`src/rtl/core/wafer_row_die_placer_assert.svh`:
```
// Assertion macros for the wafer row die placer.
`ifndef WAFER_ROW_DIE_PLACER_ASSERT_SVH
`define WAFER_ROW_DIE_PLACER_ASSERT_SVH

// Same-cycle implication.
`define WRDP_ASSERT_IMPL(lbl, clk, rst, ante, cons) \
lbl: assert property (@(posedge clk) disable iff (rst) (ante) |-> (cons)) \
   else $error("wafer_row_die_placer: same-cycle check failed");

// Next-cycle implication.
`define WRDP_ASSERT_NEXT(lbl, clk, rst, ante, cons) \
lbl: assert property (@(posedge clk) disable iff (rst) (ante) |=> (cons)) \
   else $error("wafer_row_die_placer: next-cycle check failed");

`endif

```
`src/rtl/core/wrdp_pkg.sv`:
```
// Shared constants, types and functions of the wafer row die placer.
package wrdp_pkg;

   localparam int MAX_DIES_PER_ROW = 64;
   localparam int COORD_BITS       = 16;
   localparam int CNT_W            = $clog2(MAX_DIES_PER_ROW + 1);
   localparam int Y_W              = 34;
   localparam int X_W              = 26;
   localparam int QUEUE_DEPTH      = 2;
   localparam int CSR_ADDR_W       = 5;

   localparam logic [2:0] REG_CENTER_X   = 3'd0;
   localparam logic [2:0] REG_CENTER_Y   = 3'd1;
   localparam logic [2:0] REG_RADIUS     = 3'd2;
   localparam logic [2:0] REG_DIE_WIDTH  = 3'd3;
   localparam logic [2:0] REG_DIE_HEIGHT = 3'd4;
   localparam logic [2:0] REG_ORIGIN_X   = 3'd5;
   localparam logic [2:0] REG_ORIGIN_Y   = 3'd6;

   localparam logic signed [Y_W-1:0] COORD_HI = Y_W'((64'sd1 <<< (COORD_BITS - 1)) - 64'sd1);
   localparam logic signed [Y_W-1:0] COORD_LO = -COORD_HI - Y_W'(1);

   typedef struct packed {
      logic [14:0]        center_x;
      logic [14:0]        center_y;
      logic [14:0]        radius;
      logic [14:0]        die_width;
      logic [14:0]        die_height;
      logic signed [15:0] origin_x;
      logic signed [15:0] origin_y;
   } cfg_type;

   typedef struct packed {
      logic signed [Y_W-1:0] y;
      logic signed [X_W-1:0] x0;
      logic signed [X_W-1:0] limit;
      logic [14:0]           w;
      logic                  beyond;
      logic                  empty;
      logic                  trunc;
   } row_desc_type;

   typedef struct packed {
      logic full;
      logic empty;
   } queue_stat_type;

   // Clamp to the signed coordinate range, then keep the 16 output bits.
   function automatic logic [15:0] sat_coord(input logic signed [Y_W-1:0] v);
      logic signed [Y_W-1:0] c;
      c = v;
      if (v > COORD_HI) c = COORD_HI;
      if (v < COORD_LO) c = COORD_LO;
      return c[15:0];
   endfunction

endpackage

```
`src/rtl/core/wrdp_if.sv`:
```
// Handshake channel interfaces for row requests and die results.
interface wrdp_req_if;
   logic        valid;
   logic        ready;
   logic [15:0] row_index;
   modport source (output valid, output row_index, input ready);
   modport sink   (input valid, input row_index, output ready);
endinterface

interface wrdp_rsp_if;
   logic        valid;
   logic        ready;
   logic [15:0] die_x;
   logic [15:0] die_y;
   logic        die_valid;
   logic        last_of_row;
   logic        beyond_wafer;
   logic        row_truncated;
   modport source (output valid, output die_x, output die_y, output die_valid,
                   output last_of_row, output beyond_wafer, output row_truncated,
                   input ready);
   modport sink   (input valid, input die_x, input die_y, input die_valid,
                   input last_of_row, input beyond_wafer, input row_truncated,
                   output ready);
endinterface

```
`src/rtl/core/wrdp_front.sv`:
```
// Front part: accepts a row, runs the modulo and square root, builds a row descriptor.
module wrdp_front
   import wrdp_pkg::*;
(
   input  logic          clock,
   input  logic          reset,
   input  cfg_type       cfg,
   wrdp_req_if.sink      req,
   input  logic          q_full,
   output logic          q_push,
   output row_desc_type  q_data
);

   localparam logic [3:0] S_IDLE  = 4'd0;
   localparam logic [3:0] S_MODY  = 4'd1;
   localparam logic [3:0] S_ROWY  = 4'd2;
   localparam logic [3:0] S_LINE  = 4'd3;
   localparam logic [3:0] S_SQR   = 4'd4;
   localparam logic [3:0] S_SQD   = 4'd5;
   localparam logic [3:0] S_ROOT  = 4'd6;
   localparam logic [3:0] S_MODXI = 4'd7;
   localparam logic [3:0] S_MODX  = 4'd8;
   localparam logic [3:0] S_FIN   = 4'd9;
   localparam logic [3:0] S_PUSH  = 4'd10;

   logic [3:0]            state_ff, state_in;
   logic [4:0]            step_ff, step_in;
   logic [15:0]           k_ff, k_in;
   logic [14:0]           w_ff, w_in, h_ff, h_in, d_ff, d_in;
   logic [16:0]           mag_ff, mag_in;
   logic                  neg_ff, neg_in;
   logic [14:0]           rem_ff, rem_in;
   logic signed [16:0]    base_ff, base_in;
   logic signed [Y_W-1:0] y_ff, y_in;
   logic signed [15:0]    b_ff, b_in;
   logic [29:0]           rsq_ff, rsq_in, bsq_ff, bsq_in, sqv_ff, sqv_in;
   logic [15:0]           sqrem_ff, sqrem_in;
   logic [14:0]           root_ff, root_in;
   logic signed [16:0]    left_ff, left_in;
   row_desc_type          desc_ff, desc_in;

   logic [14:0]           w_eff, h_eff, mod_fix;
   logic signed [16:0]    top;
   logic signed [17:0]    vy, vx, first;
   logic [15:0]           rem_sh;
   logic                  div_ge;
   logic [30:0]           kh;
   logic signed [Y_W-1:0] cy_w, r_w, h_w, line, bval;
   logic                  upper, beyond;
   logic signed [31:0]    bsq_full;
   logic [17:0]           sq_sh, sq_trial;
   logic                  sq_ge;
   logic signed [X_W-1:0] x0, right, limit, maxw;

   assign w_eff = (cfg.die_width == 15'd0) ? 15'd1 : cfg.die_width;
   assign h_eff = (cfg.die_height == 15'd0) ? 15'd1 : cfg.die_height;
   assign top   = $signed({2'b00, cfg.center_y}) - $signed({2'b00, cfg.radius});
   assign vy    = {{2{cfg.origin_y[15]}}, cfg.origin_y} - {top[16], top};
   assign vx    = {{2{cfg.origin_x[15]}}, cfg.origin_x} - {left_ff[16], left_ff};

   // One restoring remainder bit per cycle.
   assign rem_sh  = {rem_ff, mag_ff[16]};
   assign div_ge  = rem_sh >= {1'b0, d_ff};
   assign mod_fix = (neg_ff && rem_ff != 15'd0) ? d_ff - rem_ff : rem_ff;

   assign first = {base_ff[16], base_ff} + $signed({3'b000, mod_fix});
   assign kh    = k_ff * h_ff;

   assign cy_w  = $signed({{(Y_W-15){1'b0}}, cfg.center_y});
   assign r_w   = $signed({{(Y_W-15){1'b0}}, cfg.radius});
   assign h_w   = $signed({{(Y_W-15){1'b0}}, h_ff});
   assign upper = (y_ff <<< 1) < ((cy_w <<< 1) + h_w);
   assign line  = upper ? y_ff : y_ff + h_w;
   assign bval  = line - cy_w;
   assign beyond = (!upper && line >= cy_w + r_w) || (bval > r_w) || (bval < -r_w);

   assign bsq_full = b_ff * b_ff;

   // One root bit per cycle, two radicand bits in.
   assign sq_sh    = {sqrem_ff, sqv_ff[29:28]};
   assign sq_trial = {1'b0, root_ff, 2'b01};
   assign sq_ge    = sq_sh >= sq_trial;

   assign x0    = $signed({{(X_W-17){left_ff[16]}}, left_ff})
                + $signed({{(X_W-15){1'b0}}, mod_fix});
   assign right = $signed({{(X_W-15){1'b0}}, cfg.center_x})
                + $signed({{(X_W-15){1'b0}}, root_ff});
   assign limit = right - $signed({{(X_W-15){1'b0}}, w_ff});
   assign maxw  = $signed(X_W'(MAX_DIES_PER_ROW) * {{(X_W-15){1'b0}}, w_ff});

   assign req.ready = (state_ff == S_IDLE);
   assign q_push    = (state_ff == S_PUSH) && !q_full;
   assign q_data    = desc_ff;

   always_comb begin
      state_in = state_ff;
      step_in  = step_ff;
      k_in     = k_ff;
      w_in     = w_ff;
      h_in     = h_ff;
      d_in     = d_ff;
      mag_in   = mag_ff;
      neg_in   = neg_ff;
      rem_in   = rem_ff;
      base_in  = base_ff;
      y_in     = y_ff;
      b_in     = b_ff;
      rsq_in   = rsq_ff;
      bsq_in   = bsq_ff;
      sqv_in   = sqv_ff;
      sqrem_in = sqrem_ff;
      root_in  = root_ff;
      left_in  = left_ff;
      desc_in  = desc_ff;
      case (state_ff)
         S_IDLE: begin
            if (req.valid) begin
               k_in    = req.row_index;
               w_in    = w_eff;
               h_in    = h_eff;
               d_in    = h_eff;
               base_in = top;
               neg_in  = vy[17];
               mag_in  = vy[17] ? 17'(-vy) : vy[16:0];
               rem_in  = '0;
               step_in = '0;
               state_in = S_MODY;
            end
         end
         S_MODY, S_MODX: begin
            rem_in  = div_ge ? 15'(rem_sh - {1'b0, d_ff}) : rem_sh[14:0];
            mag_in  = {mag_ff[15:0], 1'b0};
            step_in = step_ff + 5'd1;
            if (step_ff == 5'd16) begin
               state_in = (state_ff == S_MODY) ? S_ROWY : S_FIN;
            end
         end
         S_ROWY: begin
            y_in = $signed({{(Y_W-18){first[17]}}, first})
                 + $signed({{(Y_W-31){1'b0}}, kh});
            state_in = S_LINE;
         end
         S_LINE: begin
            desc_in.y = y_ff;
            b_in = bval[15:0];
            if (beyond) begin
               desc_in.beyond = 1'b1;
               desc_in.empty  = 1'b0;
               desc_in.trunc  = 1'b0;
               state_in = S_PUSH;
            end else begin
               state_in = S_SQR;
            end
         end
         S_SQR: begin
            rsq_in = cfg.radius * cfg.radius;
            bsq_in = bsq_full[29:0];
            state_in = S_SQD;
         end
         S_SQD: begin
            sqv_in   = rsq_ff - bsq_ff;
            sqrem_in = '0;
            root_in  = '0;
            step_in  = '0;
            state_in = S_ROOT;
         end
         S_ROOT: begin
            sqrem_in = sq_ge ? 16'(sq_sh - sq_trial) : sq_sh[15:0];
            root_in  = {root_ff[13:0], sq_ge};
            sqv_in   = {sqv_ff[27:0], 2'b00};
            step_in  = step_ff + 5'd1;
            if (step_ff == 5'd14) state_in = S_MODXI;
         end
         S_MODXI: begin
            left_in  = $signed({2'b00, cfg.center_x}) - $signed({2'b00, root_ff});
            state_in = S_MODX;
            d_in     = w_ff;
            rem_in   = '0;
            step_in  = '0;
         end
         S_FIN: begin
            desc_in.x0     = x0;
            desc_in.limit  = limit;
            desc_in.w      = w_ff;
            desc_in.beyond = 1'b0;
            desc_in.empty  = !(x0 < limit);
            desc_in.trunc  = (x0 + maxw) < limit;
            state_in = S_PUSH;
         end
         S_PUSH: begin
            if (!q_full) state_in = S_IDLE;
         end
         default: state_in = S_IDLE;
      endcase
      // The x modulo needs the left edge, which is only registered on entry.
      if (state_ff == S_MODXI) begin
         neg_in = 1'b0;
         mag_in = '0;
      end
      if (state_ff == S_MODX && step_ff == 5'd0) begin
         neg_in = vx[17];
         mag_in = {(vx[17] ? 17'(-vx) : vx[16:0]) << 1};
         rem_in = {14'd0, (vx[17] ? 17'(-vx) : vx[16:0]) >> 16} >= {1'b0, d_ff}
                  ? '0 : 15'({14'd0, vx[17] ? 1'(17'(-vx) >> 16) : vx[16]});
      end
   end

   always_ff @(posedge clock) begin
      if (reset) begin
         state_ff <= S_IDLE;
      end else begin
         state_ff <= state_in;
      end
      step_ff  <= step_in;
      k_ff     <= k_in;
      w_ff     <= w_in;
      h_ff     <= h_in;
      d_ff     <= d_in;
      mag_ff   <= mag_in;
      neg_ff   <= neg_in;
      rem_ff   <= rem_in;
      base_ff  <= base_in;
      y_ff     <= y_in;
      b_ff     <= b_in;
      rsq_ff   <= rsq_in;
      bsq_ff   <= bsq_in;
      sqv_ff   <= sqv_in;
      sqrem_ff <= sqrem_in;
      root_ff  <= root_in;
      left_ff  <= left_in;
      desc_ff  <= desc_in;
   end

endmodule

```
`src/rtl/core/wrdp_queue.sv`:
```
// Short queue of row descriptors between the front and back parts.
module wrdp_queue
   import wrdp_pkg::*;
(
   input  logic           clock,
   input  logic           reset,
   input  logic           push,
   input  row_desc_type   push_data,
   input  logic           pop,
   output row_desc_type   head,
   output queue_stat_type stat
);

   localparam int PTR_W = (QUEUE_DEPTH > 1) ? $clog2(QUEUE_DEPTH) : 1;
   localparam int CNT_QW = $clog2(QUEUE_DEPTH + 1);

   row_desc_type      entry_ff [QUEUE_DEPTH];
   logic [PTR_W-1:0]  wr_ff, wr_in, rd_ff, rd_in;
   logic [CNT_QW-1:0] count_ff, count_in;

   function automatic logic [PTR_W-1:0] ptr_next(input logic [PTR_W-1:0] p);
      return (p == PTR_W'(QUEUE_DEPTH - 1)) ? '0 : p + PTR_W'(1);
   endfunction

   assign stat.full  = (count_ff == CNT_QW'(QUEUE_DEPTH));
   assign stat.empty = (count_ff == '0);
   assign head       = entry_ff[rd_ff];

   always_comb begin
      wr_in    = push ? ptr_next(wr_ff) : wr_ff;
      rd_in    = pop ? ptr_next(rd_ff) : rd_ff;
      count_in = count_ff;
      if (push && !pop) count_in = count_ff + CNT_QW'(1);
      if (!push && pop) count_in = count_ff - CNT_QW'(1);
   end

   always_ff @(posedge clock) begin
      if (reset) begin
         wr_ff    <= '0;
         rd_ff    <= '0;
         count_ff <= '0;
      end else begin
         wr_ff    <= wr_in;
         rd_ff    <= rd_in;
         count_ff <= count_in;
      end
      if (push) entry_ff[wr_ff] <= push_data;
   end

endmodule

```
`src/rtl/core/wrdp_back.sv`:
```
// Back part: walks a row descriptor and issues one die result per cycle while the receiver is ready.
module wrdp_back
   import wrdp_pkg::*;
(
   input  logic           clock,
   input  logic           reset,
   input  row_desc_type   head,
   input  queue_stat_type q_stat,
   output logic           q_pop,
   wrdp_rsp_if.source     rsp
);

   logic                  valid_ff, valid_in;
   logic [15:0]           x_out_ff, x_out_in, y_out_ff, y_out_in;
   logic                  dv_ff, dv_in, last_ff, last_in, bey_ff, bey_in, tr_ff, tr_in;
   logic signed [X_W-1:0] x_ff, x_in;
   logic [CNT_W-1:0]      cnt_ff, cnt_in;

   logic                  out_free;
   logic signed [X_W-1:0] x_cur, x_nxt;
   logic                  is_last;

   assign out_free = !valid_ff || rsp.ready;
   assign x_cur    = (cnt_ff == '0) ? head.x0 : x_ff;
   assign x_nxt    = x_cur + $signed({{(X_W-15){1'b0}}, head.w});
   assign is_last  = (cnt_ff == CNT_W'(MAX_DIES_PER_ROW - 1)) || (x_nxt >= head.limit);

   always_comb begin
      valid_in = valid_ff;
      x_out_in = x_out_ff;
      y_out_in = y_out_ff;
      dv_in    = dv_ff;
      last_in  = last_ff;
      bey_in   = bey_ff;
      tr_in    = tr_ff;
      x_in     = x_ff;
      cnt_in   = cnt_ff;
      q_pop    = 1'b0;
      if (out_free && !q_stat.empty) begin
         valid_in = 1'b1;
         if (head.beyond || head.empty) begin
            x_out_in = '0;
            y_out_in = '0;
            dv_in    = 1'b0;
            last_in  = 1'b1;
            bey_in   = head.beyond;
            tr_in    = 1'b0;
            q_pop    = 1'b1;
         end else begin
            x_out_in = sat_coord($signed({{(Y_W-X_W){x_cur[X_W-1]}}, x_cur}));
            y_out_in = sat_coord(head.y);
            dv_in    = 1'b1;
            last_in  = is_last;
            bey_in   = 1'b0;
            tr_in    = head.trunc;
            x_in     = x_nxt;
            cnt_in   = is_last ? '0 : cnt_ff + CNT_W'(1);
            q_pop    = is_last;
         end
      end else if (rsp.ready) begin
         valid_in = 1'b0;
      end
   end

   always_ff @(posedge clock) begin
      if (reset) begin
         valid_ff <= 1'b0;
         cnt_ff   <= '0;
      end else begin
         valid_ff <= valid_in;
         cnt_ff   <= cnt_in;
      end
      x_out_ff <= x_out_in;
      y_out_ff <= y_out_in;
      dv_ff    <= dv_in;
      last_ff  <= last_in;
      bey_ff   <= bey_in;
      tr_ff    <= tr_in;
      x_ff     <= x_in;
   end

   assign rsp.valid         = valid_ff;
   assign rsp.die_x         = x_out_ff;
   assign rsp.die_y         = y_out_ff;
   assign rsp.die_valid     = dv_ff;
   assign rsp.last_of_row   = last_ff;
   assign rsp.beyond_wafer  = bey_ff;
   assign rsp.row_truncated = tr_ff;

endmodule

```
`src/rtl/core/wafer_row_die_placer.sv`:
```
// Front part: a row inside the wafer goes through two 17-step remainder runs and a 15-step
// square root, with setup states between them, before its descriptor is queued.
// Front takes a new row only once the last is queued; back issues one die result per
// cycle unless the receiver stalls, up to 64 per row, overlapping the next row's front work.
// Reset: synchronous, active high; clears control state and loads the register reset values.
`include "wafer_row_die_placer_assert.svh"
module wafer_row_die_placer
   import wrdp_pkg::*;
(
   input  logic                  clock,
   input  logic                  reset,
   wrdp_req_if.sink              req_chan,
   wrdp_rsp_if.source            rsp_chan,
   input  logic                  csr_psel,
   input  logic                  csr_penable,
   input  logic                  csr_pwrite,
   input  logic [CSR_ADDR_W-1:0] csr_paddr,
   input  logic [31:0]           csr_pwdata,
   output logic [31:0]           csr_prdata,
   output logic                  csr_pready
);

   cfg_type        cfg_ff, cfg_in;
   logic           q_push, q_pop;
   row_desc_type   q_data, q_head;
   queue_stat_type q_stat;
   logic [2:0]     reg_idx;

   assign csr_pready = 1'b1;
   assign reg_idx    = csr_paddr[4:2];

   always_comb begin
      cfg_in = cfg_ff;
      if (csr_psel && csr_penable && csr_pwrite) begin
         case (reg_idx)
            REG_CENTER_X:   cfg_in.center_x   = csr_pwdata[14:0];
            REG_CENTER_Y:   cfg_in.center_y   = csr_pwdata[14:0];
            REG_RADIUS:     cfg_in.radius     = csr_pwdata[14:0];
            REG_DIE_WIDTH:  cfg_in.die_width  = csr_pwdata[14:0];
            REG_DIE_HEIGHT: cfg_in.die_height = csr_pwdata[14:0];
            REG_ORIGIN_X:   cfg_in.origin_x   = csr_pwdata[15:0];
            REG_ORIGIN_Y:   cfg_in.origin_y   = csr_pwdata[15:0];
            default:        cfg_in = cfg_ff;
         endcase
      end
   end

   always_comb begin
      case (reg_idx)
         REG_CENTER_X:   csr_prdata = {17'd0, cfg_ff.center_x};
         REG_CENTER_Y:   csr_prdata = {17'd0, cfg_ff.center_y};
         REG_RADIUS:     csr_prdata = {17'd0, cfg_ff.radius};
         REG_DIE_WIDTH:  csr_prdata = {17'd0, cfg_ff.die_width};
         REG_DIE_HEIGHT: csr_prdata = {17'd0, cfg_ff.die_height};
         REG_ORIGIN_X:   csr_prdata = {16'd0, cfg_ff.origin_x};
         REG_ORIGIN_Y:   csr_prdata = {16'd0, cfg_ff.origin_y};
         default:        csr_prdata = '0;
      endcase
   end

   always_ff @(posedge clock) begin
      if (reset) begin
         cfg_ff.center_x   <= 15'd0;
         cfg_ff.center_y   <= 15'd0;
         cfg_ff.radius     <= 15'd1;
         cfg_ff.die_width  <= 15'd1;
         cfg_ff.die_height <= 15'd1;
         cfg_ff.origin_x   <= 16'sd0;
         cfg_ff.origin_y   <= 16'sd0;
      end else begin
         cfg_ff <= cfg_in;
      end
   end

   wrdp_front u_front (
      .clock  (clock),
      .reset  (reset),
      .cfg    (cfg_ff),
      .req    (req_chan),
      .q_full (q_stat.full),
      .q_push (q_push),
      .q_data (q_data)
   );

   wrdp_queue u_queue (
      .clock     (clock),
      .reset     (reset),
      .push      (q_push),
      .push_data (q_data),
      .pop       (q_pop),
      .head      (q_head),
      .stat      (q_stat)
   );

   wrdp_back u_back (
      .clock  (clock),
      .reset  (reset),
      .head   (q_head),
      .q_stat (q_stat),
      .q_pop  (q_pop),
      .rsp    (rsp_chan)
   );

   `WRDP_ASSERT_IMPL(a_no_overflow, clock, reset, q_push, !q_stat.full)
   `WRDP_ASSERT_IMPL(a_pop_nonempty, clock, reset, q_pop, !q_stat.empty)
   `WRDP_ASSERT_IMPL(a_flag_ends_row, clock, reset, rsp_chan.valid && !rsp_chan.die_valid, rsp_chan.last_of_row && !rsp_chan.row_truncated)
   `WRDP_ASSERT_NEXT(a_row_continues, clock, reset, rsp_chan.valid && rsp_chan.ready && rsp_chan.die_valid && !rsp_chan.last_of_row, rsp_chan.valid && rsp_chan.die_valid)

endmodule

```
`src/flat_wrapper.sv`:
```
// flat-port wrapper written by rule: the top's interface ports become plain ports
module wafer_row_die_placer_flat import wrdp_pkg::*;
  (clock, reset, csr_psel, csr_penable, csr_pwrite, csr_paddr, csr_pwdata, csr_prdata, csr_pready, req_chan_valid, req_chan_row_index, req_chan_ready, rsp_chan_valid, rsp_chan_die_x, rsp_chan_die_y, rsp_chan_die_valid, rsp_chan_last_of_row, rsp_chan_beyond_wafer, rsp_chan_row_truncated, rsp_chan_ready);
  wrdp_req_if req_chan_i ();
  wrdp_rsp_if rsp_chan_i ();
  input  logic clock;
  input  logic reset;
  input  logic csr_psel;
  input  logic csr_penable;
  input  logic csr_pwrite;
  input  logic [CSR_ADDR_W-1:0] csr_paddr;
  input  logic [31:0] csr_pwdata;
  output logic [31:0] csr_prdata;
  output logic csr_pready;
  input wire logic [$bits(req_chan_i.valid)-1:0] req_chan_valid;
  input wire logic [$bits(req_chan_i.row_index)-1:0] req_chan_row_index;
  output wire logic [$bits(req_chan_i.ready)-1:0] req_chan_ready;
  output wire logic [$bits(rsp_chan_i.valid)-1:0] rsp_chan_valid;
  output wire logic [$bits(rsp_chan_i.die_x)-1:0] rsp_chan_die_x;
  output wire logic [$bits(rsp_chan_i.die_y)-1:0] rsp_chan_die_y;
  output wire logic [$bits(rsp_chan_i.die_valid)-1:0] rsp_chan_die_valid;
  output wire logic [$bits(rsp_chan_i.last_of_row)-1:0] rsp_chan_last_of_row;
  output wire logic [$bits(rsp_chan_i.beyond_wafer)-1:0] rsp_chan_beyond_wafer;
  output wire logic [$bits(rsp_chan_i.row_truncated)-1:0] rsp_chan_row_truncated;
  input wire logic [$bits(rsp_chan_i.ready)-1:0] rsp_chan_ready;
  assign req_chan_i.valid = req_chan_valid;
  assign req_chan_i.row_index = req_chan_row_index;
  assign req_chan_ready = req_chan_i.ready;
  assign rsp_chan_valid = rsp_chan_i.valid;
  assign rsp_chan_die_x = rsp_chan_i.die_x;
  assign rsp_chan_die_y = rsp_chan_i.die_y;
  assign rsp_chan_die_valid = rsp_chan_i.die_valid;
  assign rsp_chan_last_of_row = rsp_chan_i.last_of_row;
  assign rsp_chan_beyond_wafer = rsp_chan_i.beyond_wafer;
  assign rsp_chan_row_truncated = rsp_chan_i.row_truncated;
  assign rsp_chan_i.ready = rsp_chan_ready;
  wafer_row_die_placer u_core (.clock(clock), .reset(reset), .req_chan(req_chan_i), .rsp_chan(rsp_chan_i), .csr_psel(csr_psel), .csr_penable(csr_penable), .csr_pwrite(csr_pwrite), .csr_paddr(csr_paddr), .csr_pwdata(csr_pwdata), .csr_prdata(csr_prdata), .csr_pready(csr_pready));
endmodule
```
`config.mk`:
```
export PLATFORM = sky130hd
export DESIGN_NAME = wafer_row_die_placer_flat
export DESIGN_NICKNAME = d
export VERILOG_FILES = /design/src/rtl/core/wrdp_pkg.sv /design/src/rtl/core/wrdp_if.sv /design/src/rtl/core/wrdp_front.sv /design/src/rtl/core/wrdp_queue.sv /design/src/rtl/core/wrdp_back.sv /design/src/rtl/core/wafer_row_die_placer.sv /design/src/flat_wrapper.sv
export VERILOG_INCLUDE_DIRS = /design/src /design/src/rtl/core
export SDC_FILE = /design/constraint.sdc
export NUM_CORES = 2
export LEC_CHECK = 0
export ABC_AREA = 1
export BUFFER_PORTS_ARGS = -buffer_cell sky130_fd_sc_hd__buf_2
export CORE_MARGIN = 2
export CORE_UTILIZATION = 65
export DETAILED_ROUTE_END_ITERATION = 10
export MAX_ROUTING_LAYER = met4
export PLACE_DENSITY = 0.82
export SLEW_MARGIN = 20
export SYNTH_ARGS = -nofsm -noshare
export SYNTH_HDL_FRONTEND = slang
export SYNTH_HIERARCHICAL = 1
export SYNTH_SLANG_ARGS = --single-unit
```
`constraint.sdc`:
```
create_clock -name clock -period 11.1 [get_ports clock]
set_input_delay 0 -clock clock [delete_from_list [all_inputs] [get_ports clock]]
set_output_delay 0 -clock clock [all_outputs]
set_load 0.005 [all_outputs]
```
==> flow_summary.toml <==
[die]
rows = 122
dieArea_um2 = 114000
initial_core_util_pct = 65.5
core_region_area_um2 = 111000
die_w_um = 338
die_h_um = 338
ios = 131

[synth]
synth_cells = 8267
yosysWarnings = 6
synthArstFlopShare_pct = 0
ys_ff_latch = 778
avgSynthCellArea_um2 = 8.75
synth_edf_count = 653
syn_area_um2 = 72300
yosysUniqueCellTypes = 69
ys_seq_area_share_pct = 30.6
ys.flop_type = "edfxtp_1"

[worst_hold_path]
hp-start = "req_chan_row_index[13]"
hold_path_depth = 2
hp-class = "in -> reg"
hold_end = "u_core/u_front/k_ff[13]"

[clock_tree]
root_buffer = "clkbuf_16"
htree_levels = 3
clock-sinks = 778
clockBufferDepth = 3
cts.clk_slew.worst_paths_ns = 0.06
clk_latency_ns = 0.71
cts_resized = 0
cts_tree = "done"
cts_buffers = 85

[worst_setup_path]
reg2reg_from = "u_core/u_front/h_ff[3]"
r2r_slack_ns = 1.32
cp_common_cell = "nand2_1"
rr_worst_depth = 55
worst-path-max-fanout = 46
cp.required_ns = 11.47
cpMaxStageDelayCell = "edfxtp_1"
crit_arrival_ns = 10.15
criticalPathCategory = "reg -> reg"
cp-start-kind = "flop"
endpoint_kind = "flop"
cpPeakStageDelay_ns = 0.73
reg2reg_to = "u_core/u_front/q_data[2]"

[routing]
dr.pass1.iters = 6
viasPerCell = 5.70
ant_nets = 1
drt_iter0_markers = 5186
vias = 56100
drc = 0
routed_wl_mm = 196
wl_per_cell_um = 19.9

[sta]
setup_viol = 0
rsz0062_at_grt = "false"
worst_pin_slew_ns = 1.02
slew_headroom_pct = 31.5
fin_crit_ns = 9.78
post-route-period-util_pct = 88.1
clock.fmax_ghz = 0.102
final.setup.tns_ns = 0
hold_violations = 0
final.setup_skew_ns = 0.0495
drv_slew = 0

[run]
cap_violations = 0

[place]
hpwl_mm = 151
io_buffers = 95
gp_congestion = 1.00

[run_status]
status = "finished, violations left"
violations = "antenna rules"

[layout]
drive_gt1_share_pct = 6.36
layout.cells.most_common = "nand2_1"
final_nets = 9641
final_cell_mix = "nand2_1 (1690), inv_1 (1622), ha_1 (723), edfxtp_1 (653), fa_1 (589)"
syn_to_final_growth_pct = 6.47
fillers = 8453

[global_route]
grt_max_degree = 108
gr-usage-all-layers_pct = 35.9
grt_pass1_vias = 56000
overflow = 0
antenna_found_initial = 1
grt_first_pass_wirelength_mm = 306
[final cells by class]
type	count	area, µm²	area share, %
well taps	1488	1860	2.42
inverters	1639	6160	7.99
multi-input cells	5576	42800	55.6
clock buffers	109	2310	3.00
diodes	7	17.5	0.0227
flip-flops and latches	778	22100	28.7
clock inverters	48	459	0.596
repair buffers	189	1300	1.69
[cell families after synthesis]
kind of cell | synth area share (%)
simple gates | 16.5
buf+inv | 10.5
fa+ha+maj | 28.8
compound gates | 7.15
flops | 30.6
xor+xnor | 4.59
mux | 1.94
other cells | 0.0104
[per-layer routing]
metal  vias to the layer above  track usage, %  share of wire [%]
li1                      26300               -                  -
met1                     26800            44.7                 39
met2                      2470            58.2                 47
met3                       531            5.58                8.4
met4                         0            16.1                5.1
met5                         -               -                  0
[registers in the layout (all words and copies together), names as in the netlist, 16 cells and up, named ones only]
| signal | count |
|---|---|
| u_core/u_front/k_ff | 16 |
| u_core/u_front/sqv_ff | 30 |
| u_core/u_back/rsp.die_x | 16 |
| u_core/u_back/x_ff | 26 |
| u_core/u_front/bsq_ff | 29 |
| u_core/u_front/q_data | 85 |
| u_core/u_front/base_ff | 16 |
| u_core/cfg_ff | 107 |
| u_core/u_front/mag_ff | 17 |
| u_core/u_front/sqrem_ff | 16 |
| u_core/u_front/b_ff | 16 |
| u_core/u_front/rsq_ff | 29 |
| u_core/u_front/y_ff | 33 |
| u_core/u_front/left_ff | 16 |
| u_core/u_back/rsp.die_y | 16 |
| u_core/u_queue/entry_ff | 208 |
[worst max-delay path by stage]
| stage | slack [ns] | depth (start not counted) | endpoint | start |
|---|---|---|---|---|
| floorplan | 3.40 | 58 | u_core/u_front/q_data[0] | u_core/u_front/h_ff[1] |
| global placement | 1.54 | 55 | u_core/u_front/q_data[0] | u_core/u_front/h_ff[3] |
| detailed placement | 1.55 | 55 | u_core/u_front/q_data[0] | u_core/u_front/h_ff[3] |
| CTS | 1.47 | 55 | u_core/u_front/q_data[2] | u_core/u_front/h_ff[3] |
| finish | 1.32 | 55 | u_core/u_front/q_data[2] | u_core/u_front/h_ff[3] |
| global route | 0.46 | 55 | u_core/u_front/q_data[2] | u_core/u_front/h_ff[3] |
[worst max-delay path, delay by kind of cell, from the launching register on]
family | cells | cell delay [ns]
AO/OA/AOI/OAI | 20 | 3.53
flip-flops | 1 | 0.73
buffers and inverters | 3 | 0.47
adder cells (fa/ha/maj) | 4 | 1.40
XOR/XNOR | 1 | 0.39
AND/OR/NAND/NOR | 27 | 2.93
[repair_timing]
| action | 4_1_cts | 5_1_grt |
|---|---|---|
| endpoints found under the hold margin | 136 | 0 |
| hold buffers | 41 | 0 |
| buffers inserted | 0 | 0 |
[cell usage after synthesis (all sizes together), types with 16 or more instances]
library cell	number	share of area (%)
buf	114	1.1
o211ai	16	0.17
edfxtp	653	27
nor2	601	3.3
inv	1635	8.5
o21ai	262	2.0
nand4	106	0.92
dfxtp	125	3.5
a21oi	464	3.2
nand2	1717	9.0
nand3	304	2.2
o21bai	57	0.59
xor2	262	3.2
mux2	104	1.9
fa	589	16
xnor2	117	1.4
a21o	20	0.21
nor3	51	0.38
or2	24	0.21
ha	723	13
nor4	24	0.22
clkbuf	175	0.91
[stage by stage]
stage	util [%]	cells	setup WS [ns]	area [µm²]	hold WS, ns
2_1_floorplan	-	8282	3.40	72400	0.0691
3_3_place_gp	66.8	9628	1.54	73800	0.178
3_5_place_dp	66.8	9628	1.55	73800	0.179
4_1_cts	69.6	9826	1.47	77000	0.00104
5_1_grt	69.7	9828	0.464	77000	0.0173
6_report	69.7	9834	1.32	77000	0.0222
Power is left out: the tool's default activity adds up to more than one toggle a clock period on the data nets, which glitch-free logic cannot reach.
